--- src/rtl/owgm_pkg.sv ---
// Shared types and constants for the octant window maximum grid.
// Used by the interfaces, the register block, the controller and the datapath.
// No dependencies.
`default_nettype none

package owgm_pkg;

	localparam int COORD_BITS_DEF = 6;
	localparam int CELL_W = 6;
	localparam int LEVEL_W = 8;
	localparam int DROP_W = 4;
	localparam int SHIFT_W = 5;
	localparam int CORNER_W = 3;
	localparam int PADDR_W = 4;
	localparam int PDATA_W = 32;

	typedef logic [1:0] reg_idx_t;
	localparam reg_idx_t REG_SHIFT_X = 2'd0;
	localparam reg_idx_t REG_SHIFT_Y = 2'd1;
	localparam reg_idx_t REG_SHIFT_Z = 2'd2;
	localparam reg_idx_t REG_HALF_RES = 2'd3;

	localparam logic FUNC_ACC = 1'b0;
	localparam logic FUNC_READ = 1'b1;

	typedef enum logic [2:0] {
		ST_CLEAR,
		ST_IDLE,
		ST_ACC,
		ST_FLUSH,
		ST_READ,
		ST_DONE
	} ctrl_state_t;

	typedef struct packed {
		logic [SHIFT_W-1:0] shift_x;
		logic [SHIFT_W-1:0] shift_y;
		logic [SHIFT_W-1:0] shift_z;
		logic               half_res;
	} cfg_t;

	typedef struct packed {
		logic clr_step;
		logic capture;
		logic issue;
		logic read_issue;
		logic load_out;
	} cmd_t;

	typedef struct packed {
		logic clr_last;
		logic corner_last;
	} sts_t;

endpackage

`default_nettype wire

--- src/rtl/owgm_cfg.sv ---
// APB-style configuration registers: shifts per axis and half-resolution mode.
// Depends on owgm_pkg for the register map and cfg_t.
`default_nettype none

module owgm_cfg (
	input  wire logic                          clk,
	input  wire logic                          arst_n,
	input  wire logic                          psel,
	input  wire logic                          penable,
	input  wire logic                          pwrite,
	input  wire logic [owgm_pkg::PADDR_W-1:0]  paddr,
	input  wire logic [owgm_pkg::PDATA_W-1:0]  pwdata,
	output logic      [owgm_pkg::PDATA_W-1:0]  prdata,
	output logic                               pready,
	output owgm_pkg::cfg_t                     cfg
);

	owgm_pkg::cfg_t   cfg_q;
	owgm_pkg::reg_idx_t idx;
	logic             wr_en;

	assign idx = paddr[3:2];
	assign wr_en = psel && penable && pwrite;
	assign pready = 1'b1;
	assign cfg = cfg_q;

	always_ff @(posedge clk or negedge arst_n) begin
		if (!arst_n) begin
			cfg_q.shift_x <= owgm_pkg::SHIFT_W'(1);
			cfg_q.shift_y <= owgm_pkg::SHIFT_W'(1);
			cfg_q.shift_z <= owgm_pkg::SHIFT_W'(1);
			cfg_q.half_res <= 1'b0;
		end else if (wr_en) begin
			case (idx)
				owgm_pkg::REG_SHIFT_X: cfg_q.shift_x <= pwdata[owgm_pkg::SHIFT_W-1:0];
				owgm_pkg::REG_SHIFT_Y: cfg_q.shift_y <= pwdata[owgm_pkg::SHIFT_W-1:0];
				owgm_pkg::REG_SHIFT_Z: cfg_q.shift_z <= pwdata[owgm_pkg::SHIFT_W-1:0];
				owgm_pkg::REG_HALF_RES: cfg_q.half_res <= pwdata[0];
				default: ;
			endcase
		end
	end

	always_comb begin
		case (idx)
			owgm_pkg::REG_SHIFT_X: prdata = owgm_pkg::PDATA_W'(cfg_q.shift_x);
			owgm_pkg::REG_SHIFT_Y: prdata = owgm_pkg::PDATA_W'(cfg_q.shift_y);
			owgm_pkg::REG_SHIFT_Z: prdata = owgm_pkg::PDATA_W'(cfg_q.shift_z);
			owgm_pkg::REG_HALF_RES: prdata = owgm_pkg::PDATA_W'(cfg_q.half_res);
			default: prdata = '0;
		endcase
	end

endmodule

`default_nettype wire

--- config.mk ---
export PLATFORM = sky130hd
export DESIGN_NAME = owgm_cfg
export DESIGN_NICKNAME = d
export VERILOG_FILES = /design/src/rtl/owgm_pkg.sv /design/src/rtl/owgm_cfg.sv
export SDC_FILE = /design/constraint.sdc
export NUM_CORES = 1
export LEC_CHECK = 0
export ABC_AREA = 1
export BUFFER_PORTS_ARGS = -buffer_cell sky130_fd_sc_hd__buf_2
export CORE_MARGIN = 1
export CORE_UTILIZATION = 30
export CTS_CLUSTER_SIZE = 20
export DETAILED_ROUTE_END_ITERATION = 10
export PLACE_DENSITY = 0.76
export SETUP_SLACK_MARGIN = 0.02
export SLEW_MARGIN = 10
export SYNTH_ARGS = -nofsm -noshare
export SYNTH_HDL_FRONTEND = slang
export SYNTH_SLANG_ARGS = --single-unit
--- constraint.sdc ---
create_clock -name clk -period 0.8 [get_ports clk]
set_input_delay 0.2 -clock clk [delete_from_list [all_inputs] [get_ports clk]]
set_output_delay 0.2 -clock clk [all_outputs]
set_load 0.005 [all_outputs]
==> results.md <==
* Post-DRT Antenna Nets at 0
* Routability-driven placement congestion ratio at 0.758
* Worst setup EP type: output pin
* Reg-to-reg endpoint: cfg[0]$_DFFE_PN0P_
* Clock tree buffer depth at 2
* Reg2reg setup slack at -40 ps
* DR vias at 966
* Global-route wire length before repair at 3.85 mm
* Critical-path top delay cell: dfstp_2
* Status: finished, violations left
* Seq cells post-synth at 16
* I/O Buffers at 32
* HP Start: pwdata[3]
* Die Span X at 59.9 um
* PnR worst setup slack at -482 ps
* Area growth syn-to-layout at 46.1%
* Final setup fails at 26
* Commonest non-fill, non-tap cells in the layout: nand2_1, conb_1, buf_6
* Area leader, netlist: dfrtp_1
* Max_cap viols at 0
* Critical Path Max Stage Delay at 550 ps
* Failing checks: negative setup slack
* Post-Syn Area at 1010 um^2
* Avg Cell Area, Syn at 7.46 um^2
* Worst R2R Start: cfg[0]$_DFFE_PN0P_
* Peak supply drop at 1090 uV
* Final hold viol count at 0
* CORE AREA at 3130 um^2
* Reg2reg path depth at 4
* Routed wire length on met3 at 146 um
* Routed WL at 2.45 mm
* Worst Hold Slack at 144 ps
* Initial Utilization at 32.2%
* Top cells by area, synth: dfrtp_1, nand2_1, buf_4
* Final period util at 160%
* DR pass1 iterations at 4
* Insertion delay to the later sink of the worst-skew pair at 280 ps
* Layout cells sized above 1 at 44.2%
* Clock Pin Slew Worst Setup and Hold Paths at 90 ps
* Routed wl met2 at 1.23 mm
* DR vias/cell at 4.13
* TritonCTS sink count at 16
* Setup_tns at -7210 ps
* Worst-path fanout max at 2
* Critical path required time at 600 ps
* Die height at 59.9 um
* Congestion Overflow GR at 0
* Layout Nets at 232
* Post-synthesis cell type count at 14
* WL/cell at 10.4 um
* Fmax at 780 MHz
* CP startpoint kind: register
* Root buffer cell: clkbuf_4
* Min Tclk post-route at 1280 ps
* Yosys warnings at 0
* Hold Crit Depth at 3
* Hpwl dp at 1.82 mm
* Arr. time, crit path at 1080 ps
* Met1 wire length at 1.04 mm
* FP Rows at 20
* Residual DRC at 0
* Commonest non-fill, non-tap cell in the layout: nand2_1
* Syn Inst Count at 135
* Max Used Layer: met4
* Die ar. at 3590 um^2
* Total CTS buffers at 3
* Max reg flops at 16
* H-tree lvl count at 1
* Worst-path cell chain: nand3_2, nand4_1, buf_2
* Share of the synthesized area in the top cell type at 32.3%
* Register area share after synthesis at 40.1%
* # IOs at 90
* Power, Total at 2.81 mW
* Largest net degree at the start of global routing at 17
* Critical Path Source: cfg[6]$_DFFE_PN1P_
* CTS tree: built
* Starting DRT DRC Count at 14
* Final Max Tran Viols at 0
* RSZ-0062 raised after global routing: true
* PD cells at 1910 nW/um^2
* Tot GR Track Use at 14.5%
* Vias in the first global route at 869
* N_diodes at 0
* Hold EP: cfg[14]$_DFFE_PN0P_
* Worst clock skew at 0 ps
* Initial antenna violation count at 0
* Worst Hold Class: in -> reg
* Crit path kind: reg -> out
* Leak pwr at 0.829 nW
-- metal layers --
metal  global-route usage, %  up-vias
li1                        -      473
met1                    17.5      444
met2                    24.9       45
met3                    3.46        4
met4                    4.98        0
met5                       0        -
-- final cells by class --
| type | count | area (um^2) |
|---|---|---|
| repair buffers | 53 | 444 |
| inverters | 5 | 21.3 |
| clock buffers | 4 | 36.3 |
| multi-input cells | 112 | 510 |
| fillers | 322 | 1660 |
| flip-flops and latches | 16 | 404 |
| well taps | 44 | 55.1 |
-- where the power goes --
| group | internal, mW | switching, mW |
|---|---|---|
| logic | 0.697 | 0.460 |
| clock network | 0.277 | 0.252 |
| registers | 0.997 | 0.131 |
| total | 1.97 | 0.843 |
-- per-stage QoR --
step	worst slack [ps]	util, %	instances	instance area [um^2]
floorplan	-84.3	-	161	1110
global placement	-298	40.0	227	1250
detailed placement	-297	40.0	227	1250
CTS	-486	45.5	234	1420
global route	-526	47.0	234	1470
finish	-482	47.0	234	1470
-- worst max-delay path, delay by kind of cell, from the launching register on --
family,cells,cell delay [ps]
buf+inv,1,110
flops,1,550
simple gates,2,140
-- how the worst max path moves through the flow --
| stage | cells after the start | end | slack (ps) |
|---|---|---|---|
| floorplan | 2 | prdata[0] | -80 |
| global placement | 5 | prdata[1] | -300 |
| detailed placement | 5 | prdata[0] | -300 |
| CTS | 3 | prdata[0] | -490 |
| global route | 3 | prdata[0] | -530 |
| finish | 3 | prdata[0] | -480 |
-- timing repair --
action | in CTS | in global routing
hold endpoints to repair | 13 | 0
pin swaps | 7 | 11
hold buffers | 1 | 0
resized for setup | 22 | 15
buffers inserted | 2 | 1
setup endpoints to repair | 24 | 28
-- Yosys cell counts, drive strengths merged --
library cell / n
nand2: 68
nand3: 8
conb: 2
o21ai: 1
buf: 28
nor2: 6
dfrtp: 13
dfstp: 3
nand4: 1
inv: 5
-- logic make-up after synthesis --
group	count (synthesis)	share of synthesized area, %
AO/OA/AOI/OAI	1	0.496
flip-flops	16	40.1
AND/OR/NAND/NOR	83	35.9
buffers and inverters	33	22.7
other	2	0.746
Note: power is estimated with default switching activity, not from simulation.
