===== config.mk =====
export PLATFORM = sky130hd
export DESIGN_NAME = owgm_ctrl
export DESIGN_NICKNAME = d
export VERILOG_FILES = /design/src/rtl/owgm_pkg.sv /design/src/rtl/owgm_ctrl.sv
export SDC_FILE = /design/constraint.sdc
export NUM_CORES = 1
export LEC_CHECK = 0
export BUFFER_PORTS_ARGS = -buffer_cell sky130_fd_sc_hd__buf_2
export CELL_PAD_IN_SITES_DETAIL_PLACEMENT = 0
export CELL_PAD_IN_SITES_GLOBAL_PLACEMENT = 1
export CORE_AREA = 2 2 39 41
export CTS_CLUSTER_DIAMETER = 40
export CTS_CLUSTER_SIZE = 28
export DETAILED_ROUTE_END_ITERATION = 10
export DIE_AREA = 0 0 41 43
export PLACE_DENSITY = 0.6
export RECOVER_POWER = 100
export SYNTH_ARGS = -nofsm -noshare
export SYNTH_HDL_FRONTEND = slang
export SYNTH_SLANG_ARGS = --single-unit

===== constraint.sdc =====
create_clock -name clk -period 1.5 [get_ports clk]
set_clock_uncertainty 0.2 [all_clocks]
set_input_delay 0.225 -clock clk [delete_from_list [all_inputs] [get_ports clk]]
set_output_delay 0.225 -clock clk [all_outputs]
set_load 0.05 [all_outputs]

===== src/rtl/owgm_pkg.sv =====
// Shared types and constants for the octant window maximum grid.
// Used by the interfaces, the register block, the controller and the datapath.
// No dependencies.
`default_nettype none

package owgm_pkg;

	localparam int COORD_BITS_DEF = 6;
	localparam int CELL_W = 6;
	localparam int LEVEL_W = 8;
	localparam int DROP_W = 4;
	localparam int SHIFT_W = 5;
	localparam int CORNER_W = 3;
	localparam int PADDR_W = 4;
	localparam int PDATA_W = 32;

	typedef logic [1:0] reg_idx_t;
	localparam reg_idx_t REG_SHIFT_X = 2'd0;
	localparam reg_idx_t REG_SHIFT_Y = 2'd1;
	localparam reg_idx_t REG_SHIFT_Z = 2'd2;
	localparam reg_idx_t REG_HALF_RES = 2'd3;

	localparam logic FUNC_ACC = 1'b0;
	localparam logic FUNC_READ = 1'b1;

	typedef enum logic [2:0] {
		ST_CLEAR,
		ST_IDLE,
		ST_ACC,
		ST_FLUSH,
		ST_READ,
		ST_DONE
	} ctrl_state_t;

	typedef struct packed {
		logic [SHIFT_W-1:0] shift_x;
		logic [SHIFT_W-1:0] shift_y;
		logic [SHIFT_W-1:0] shift_z;
		logic               half_res;
	} cfg_t;

	typedef struct packed {
		logic clr_step;
		logic capture;
		logic issue;
		logic read_issue;
		logic load_out;
	} cmd_t;

	typedef struct packed {
		logic clr_last;
		logic corner_last;
	} sts_t;

endpackage

`default_nettype wire


===== src/rtl/owgm_ctrl.sv =====
// Controller of the octant window maximum grid: clearing pass, corner sequencing
// and the handshakes of both channels. Depends on owgm_pkg.
`default_nettype none

module owgm_ctrl (
	input  wire logic           clk,
	input  wire logic           arst_n,
	input  wire logic           in_valid,
	input  wire logic           in_func,
	output logic                in_ready,
	output logic                out_valid,
	input  wire logic           out_ready,
	input  wire owgm_pkg::sts_t sts,
	output owgm_pkg::cmd_t      cmd
);

	owgm_pkg::ctrl_state_t state_q;
	owgm_pkg::ctrl_state_t state_nxt;
	logic                  out_valid_q;

	assign out_valid = out_valid_q;

	always_comb begin
		state_nxt = state_q;
		case (state_q)
			owgm_pkg::ST_CLEAR: begin
				if (sts.clr_last) begin
					state_nxt = owgm_pkg::ST_IDLE;
				end
			end
			owgm_pkg::ST_IDLE: begin
				if (in_valid) begin
					state_nxt = (in_func == owgm_pkg::FUNC_READ) ? owgm_pkg::ST_READ
						: owgm_pkg::ST_ACC;
				end
			end
			owgm_pkg::ST_ACC: begin
				if (sts.corner_last) begin
					state_nxt = owgm_pkg::ST_FLUSH;
				end
			end
			owgm_pkg::ST_FLUSH: state_nxt = owgm_pkg::ST_DONE;
			owgm_pkg::ST_READ: state_nxt = owgm_pkg::ST_DONE;
			owgm_pkg::ST_DONE: begin
				if (!out_valid_q || out_ready) begin
					state_nxt = owgm_pkg::ST_IDLE;
				end
			end
			default: state_nxt = owgm_pkg::ST_IDLE;
		endcase
	end

	always_comb begin
		cmd = '0;
		in_ready = 1'b0;
		case (state_q)
			owgm_pkg::ST_CLEAR: cmd.clr_step = 1'b1;
			owgm_pkg::ST_IDLE: begin
				in_ready = 1'b1;
				cmd.capture = in_valid;
			end
			owgm_pkg::ST_ACC: cmd.issue = 1'b1;
			owgm_pkg::ST_READ: cmd.read_issue = 1'b1;
			owgm_pkg::ST_DONE: cmd.load_out = !out_valid_q || out_ready;
			default: ;
		endcase
	end

	always_ff @(posedge clk or negedge arst_n) begin
		if (!arst_n) begin
			state_q <= owgm_pkg::ST_CLEAR;
			out_valid_q <= 1'b0;
		end else begin
			state_q <= state_nxt;
			if (cmd.load_out) begin
				out_valid_q <= 1'b1;
			end else if (out_ready) begin
				out_valid_q <= 1'b0;
			end
		end
	end

	// A new result may only land in an empty or draining output register.
	a_load_free: assert property (@(posedge clk) disable iff (!arst_n)
		cmd.load_out |-> (!out_valid_q || out_ready))
		else $error("result loaded over an untaken word");

	a_flush_done: assert property (@(posedge clk) disable iff (!arst_n)
		state_q == owgm_pkg::ST_FLUSH |=> state_q == owgm_pkg::ST_DONE)
		else $error("flush not followed by result stage");

	a_no_take_clear: assert property (@(posedge clk) disable iff (!arst_n)
		cmd.clr_step |-> !in_ready)
		else $error("item taken during clearing pass");

endmodule

`default_nettype wire


==> impl_metrics.toml, run 1 <==
[synthesis]
synth_seq_cells = 4
synth_enable_flop_cells = 0
ys_warn_count = 0
synthTopCellsByArea = "dfrtp_1 (39%), nor3b_4 (7.2%), a21oi_1 (5.8%)"
ys_seq_area_frac = 0.386
async_reset_ff_frac = 1.00
yosysTopAreaCellShare = 0.386
ys.flop_type = "dfrtp_1"
synthesis.nets = 33
synth_cells = 26
synth_top_cells_by_count = "dfrtp_1 (4), a21oi_1 (3)"
yosysTopAreaCell = "dfrtp_1"
yosysMostFrequentCell = "dfrtp_1"
yosysUniqueCellTypes = 16
synth_area_um2 = 259
synth_area_per_cell_um2 = 9.96

[placed_design]
port-buffer-count = 13
place_inst = 58
place_ws_ns = -0.0265
hpwlAfterDp_um = 460
placed_cell_area_um2 = 379
gp_congestion = 0.712

[cts]
clkSinkCount = 4
numCtsBuffers = 3
cts_root_buffer = "clkbuf_4"
clk_path_buf_depth = 2
path_clk_slew_ns = 0.05
tritoncts = "built"
clk_latency_ns = 0.25
cts.htree.levels = 1

[sta]
setup-violations-final = 6
max_freq_ghz = 0.593
slew_headroom = 0.818
report.final.slew_viol_count = 0
timing.final.crit_share = 1.12
hold_ws_ns = 0.0566
min_period_ns = 1.69
finalHoldViolations = 0
tightest_slew_ns = 0.273
layout_setup_ws_ns = -0.186
rsz0062_at_grt = "yes"

[critical_path]
required_ns = 1.07
critical_path_class = "reg -> out"
end_kind = "primary output"
cp.arrival_ns = 1.26
worst-path-max-fanout = 6
cp-start-kind = "register"

[route]
wire_per_inst_um = 11.1
drt_iter0_drc = 0
dr.pass1.iters = 1
drtAntennaViolNets = 0
routed_wl_um = 731
vias_per_cell = 4.35
vias = 287
drc = 0

[grt]
gr-total-overflow = 0
grt_usage = 0.106
grt_pass1_vias = 279
grt_pass1_wl_mm = 1.19
antenna_found_initial = 0
grt_max_degree = 8

[floorplanning]
placementRows = 14
initial_core_util = 0.187
fp.dieH_um = 43
chipWidth_um = 41
core_um2 = 1380
die_area_um2 = 1760
num_io_pins = 14

[status]
violations = "setup timing"
status = "finished, violations left"

[flow_run]
drv_cap = 0

[pwr]
ir_drop_v = 0.00139
power-per-cell-area_nw_per_um2 = 2420
leakage_nw = 0.236

[final_layout]
final_cell_count_no_fill = 66
post-route-cell-area_um2 = 494
final_util = 0.357
area_growth_pct = 90.8
drive_above_1_share = 0.680
nets = 58
diodes = 0

[min_path]
min_path_type = "in -> reg"
[cells in the final DEF, fill, tap and decap left out, drive strengths merged]
cell type / synthesis / final
buf: 2 / 19
nand3b: 1 / 1
nor3b: 3 / 3
a21oi: 4 / 4
and2: 1 / 1
nor2: 2 / 2
dlygate4sd3: 0 / 1
dfrtp: 4 / 4
clkbuf: 0 / 6
nor2b: 1 / 1
mux2i: 1 / 1
nor3: 1 / 1
a21o: 1 / 1
nand2b: 2 / 2
nand2: 2 / 2
and3: 1 / 1
[repair_timing]
action	4_1_cts	5_1_grt
hold endpoints to repair	4	0
endpoints found under the setup margin	6	6
gates cloned	0	0
resized for setup	17	2
hold buffers	1	0
pin swaps	3	0
setup buffers	1	2
[state kept, by name, indices dropped and copies added, names as in the netlist]
| register | flops |
|---|---|
| out_valid | 1 |
| state_q | 3 |
[metrics by stage]
stage | setup TNS [ns] | total power [mW]
floorplan | -0.849 | 0.724
global placement | -0.0315 | 0.870
detailed placement | -0.0265 | 0.870
CTS | -0.765 | 1.17
global route | -1.13 | 1.28
finish | -0.778 | 1.20
[path summary, 6_finish.rpt]
kind	end	from	slack [ns]	cells after the start
max in group asynchronous	state_q[2]	arst_n	0.74	2
worst min register to register	out_valid	out_valid	0.34	2
worst max register to register	state_q[0]	state_q[1]	0.11	5
worst max-delay path	cmd[1]	state_q[1]	-0.19	3
worst min-delay path	state_q[1]	in_func	0.06	3
min in group asynchronous	out_valid	arst_n	0.14	2
[final cells by class]
type | count | area, um2
clock buffers | 4 | 26.3
flip-flops and latches | 4 | 104
repair buffers | 22 | 176
well taps | 16 | 20.0
multi-input cells | 20 | 168
fillers | 149 | 890
[metal layers]
metal | wire [um] | vias up | global-route usage
li1 | - | 138 | -
met1 | 327 | 131 | 0.138
met2 | 344 | 16 | 0.122
met3 | 43 | 2 | 0.0314
met4 | 16 | 0 | 0.120
met5 | 0 | - | 0
[where the power goes]
group,switching [mW],internal [mW]
logic,0.449,0.377
registers,0.0621,0.156
clock network,0.0540,0.100
[critical path, cell delays in order (launching register included)]
cell	delay (ns)
dfrtp_2	0.46
buf_4	0.18
nor3b_4	0.19
buf_6	0.18
[cell families after synthesis]
logic type | synth area share
compound gates | 0.121
buf+inv | 0.0580
mux | 0.0386
flops | 0.386
simple gates | 0.396
Power figures use the tool's default switching activity.
==> inputs of run 2 (changes only) <==
--- a/config.mk
+++ b/config.mk
@@ -13,7 +13,8 @@
 export CTS_CLUSTER_SIZE = 28
 export DETAILED_ROUTE_END_ITERATION = 10
 export DIE_AREA = 0 0 41 43
-export PLACE_DENSITY = 0.6
+export GPL_TIMING_DRIVEN = 0
+export PLACE_DENSITY = 0.62
 export RECOVER_POWER = 100
 export SYNTH_ARGS = -nofsm -noshare
 export SYNTH_HDL_FRONTEND = slang
==> constraint.sdc (replaced) <==
create_clock -name clk -period 1.52 [get_ports clk]
set_clock_uncertainty 0.2 [all_clocks]
set_input_delay 0.228 -clock clk [delete_from_list [all_inputs] [get_ports clk]]
set_output_delay 0.228 -clock clk [all_outputs]
set_load 0.05 [all_outputs]
==> run 2 against run 1 <==
Compared with the run above: the run still ends with setup timing left; combinational power fell by 2%; sequential share of layout area decreased by 0.19 points; cell area down 1.5%; register-to-register slack better by 0.09 ns; via count is 4.2% lower; critical path depth is 1 higher.
==> impl_metrics.toml, run 2 (synthesis gave the netlist of run 1 again) <==
[pwr]
switchingPower_mw = 0.530
ir_drop_v = 0.000948
p_comb_frac = 0.715
power-per-cell-area_nw_per_um2 = 2330
leakage_nw = 0.246
switching_share = 0.467
p_clk_frac = 0.117
p_seq_frac = 0.168
intPower_mw = 0.603

[sta]
slew_headroom = 0.838
rsz0062_at_grt = "yes"
report.final.slew_viol_count = 0
layout_setup_ws_ns = -0.145
max_freq_ghz = 0.601
hold_ws_ns = 0.0922
setup-violations-final = 6
min_period_ns = 1.66
timing.final.crit_share = 1.10
tightest_slew_ns = 0.243
finalHoldViolations = 0

[status]
status = "finished, violations left"
violations = "setup timing"

[final_layout]
fillers = 151
largest_register_ffs = 3
diodes = 0
layout_common_cells = "buf_2 (7), buf_4 (6), buf_6 (5)"
area_growth_pct = 87.9
nets = 58
layout_commonest_cell = "buf_2"
regMostFlops = "state_q"
drive_above_1_share = 0.653
post-route-cell-area_um2 = 487

[route]
vias = 275
dr.pass1.iters = 4
drtAntennaViolNets = 0
vias_per_cell = 4.23
routed_wl_um = 666
drt_iter0_drc = 5
wire_per_inst_um = 10.2
drc = 0

[grt]
gr-total-overflow = 0
grt_usage = 0.0995
grt_pass1_wl_mm = 1.10
antenna_found_initial = 0
grt_max_degree = 9
grt_pass1_vias = 268

[cts]
cts_root_buffer = "clkbuf_4"
path_clk_slew_ns = 0.04
clk_latency_ns = 0.23
clk_path_buf_depth = 2
tritoncts = "built"
numCtsBuffers = 3
clkSinkCount = 4
cts.htree.levels = 1

[placed_design]
hpwlAfterDp_um = 463
placed_cell_area_um2 = 363
port-buffer-count = 13
gp_congestion = 0.664

[critical_path]
cp.arrival_ns = 1.24
cp-start-kind = "register"
required_ns = 1.09
worst-path-max-fanout = 7
end_kind = "primary output"
critical_path_class = "reg -> out"

[min_path]
min_path_type = "in -> reg"

[flow_run]
drv_cap = 0

[floorplanning]
num_io_pins = 14
core_um2 = 1380
initial_core_util = 0.187
placementRows = 14
die_area_um2 = 1760
chipWidth_um = 41
fp.dieH_um = 43
-- run 2: power groups by stage --
stage	sequential (mW)	combinational [mW]	clock, mW
final	0.190	0.810	0.133
after global routing	0.199	0.862	0.148
after CTS	0.192	0.786	0.141
after detailed placement	0.192	0.635	0
after global placement	0.190	0.638	0
after floorplan	0.220	0.492	0
-- run 2: path summary, 6_finish.rpt --
check	from	end	slack (ns)	cells after the start
max in group asynchronous	arst_n	state_q[0]	0.74	2
hold / removal	sts[1]	state_q[0]	0.09	3
min in group asynchronous	arst_n	out_valid	0.16	2
hold reg to reg	out_valid	out_valid	0.32	2
setup reg to reg	state_q[2]	state_q[0]	0.20	5
setup / recovery	state_q[2]	cmd[3]	-0.14	4
-- run 2: per-layer routing --
| layer | up-vias | global-route usage | share of wire | routed length, um |
|---|---|---|---|---|
| met5 | - | 0 | 0 | 0 |
| met4 | 0 | 0.0600 | 0.023 | 15 |
| met3 | 2 | 0.0628 | 0.086 | 57 |
| met2 | 16 | 0.147 | 0.49 | 324 |
| met1 | 120 | 0.100 | 0.40 | 268 |
| li1 | 137 | - | - | - |
-- run 2: metrics by stage --
step,cells,total power [mW],worst slack [ns],utilization,TNS [ns]
floorplan,26,0.712,-0.274,-,-0.761
global placement,55,0.828,-0.0599,0.262,-0.0835
detailed placement,55,0.827,-0.0442,0.262,-0.0664
CTS,63,1.12,-0.165,0.339,-0.543
global route,65,1.21,-0.205,0.352,-0.813
finish,65,1.13,-0.145,0.352,-0.464
-- run 2: layout make-up --
class / instances / area (um2) / share of cell area
plain buffers: 2 / 22.5 / 0.0463
multi-input cells: 20 / 163 / 0.334
clock buffers: 3 / 22.5 / 0.0463
repair buffers: 20 / 158 / 0.324
flip-flops and latches: 4 / 101 / 0.208
well taps: 16 / 20.0 / 0.0411
-- run 2: timing repair --
action | in CTS | in global routing
setup buffers | 4 | 2
setup endpoints to repair | 6 | 6
endpoints found under the hold margin | 4 | 0
pin swaps | 2 | 1
gates resized for setup | 13 | 1
hold buffers | 1 | 0
-- run 2: worst max-delay path, stage by stage, from the launching register on --
cell and delay (ns):
dfrtp_1 0.36, buf_6 0.13, nor3b_4 0.18, and2_4 0.18, buf_8 0.14
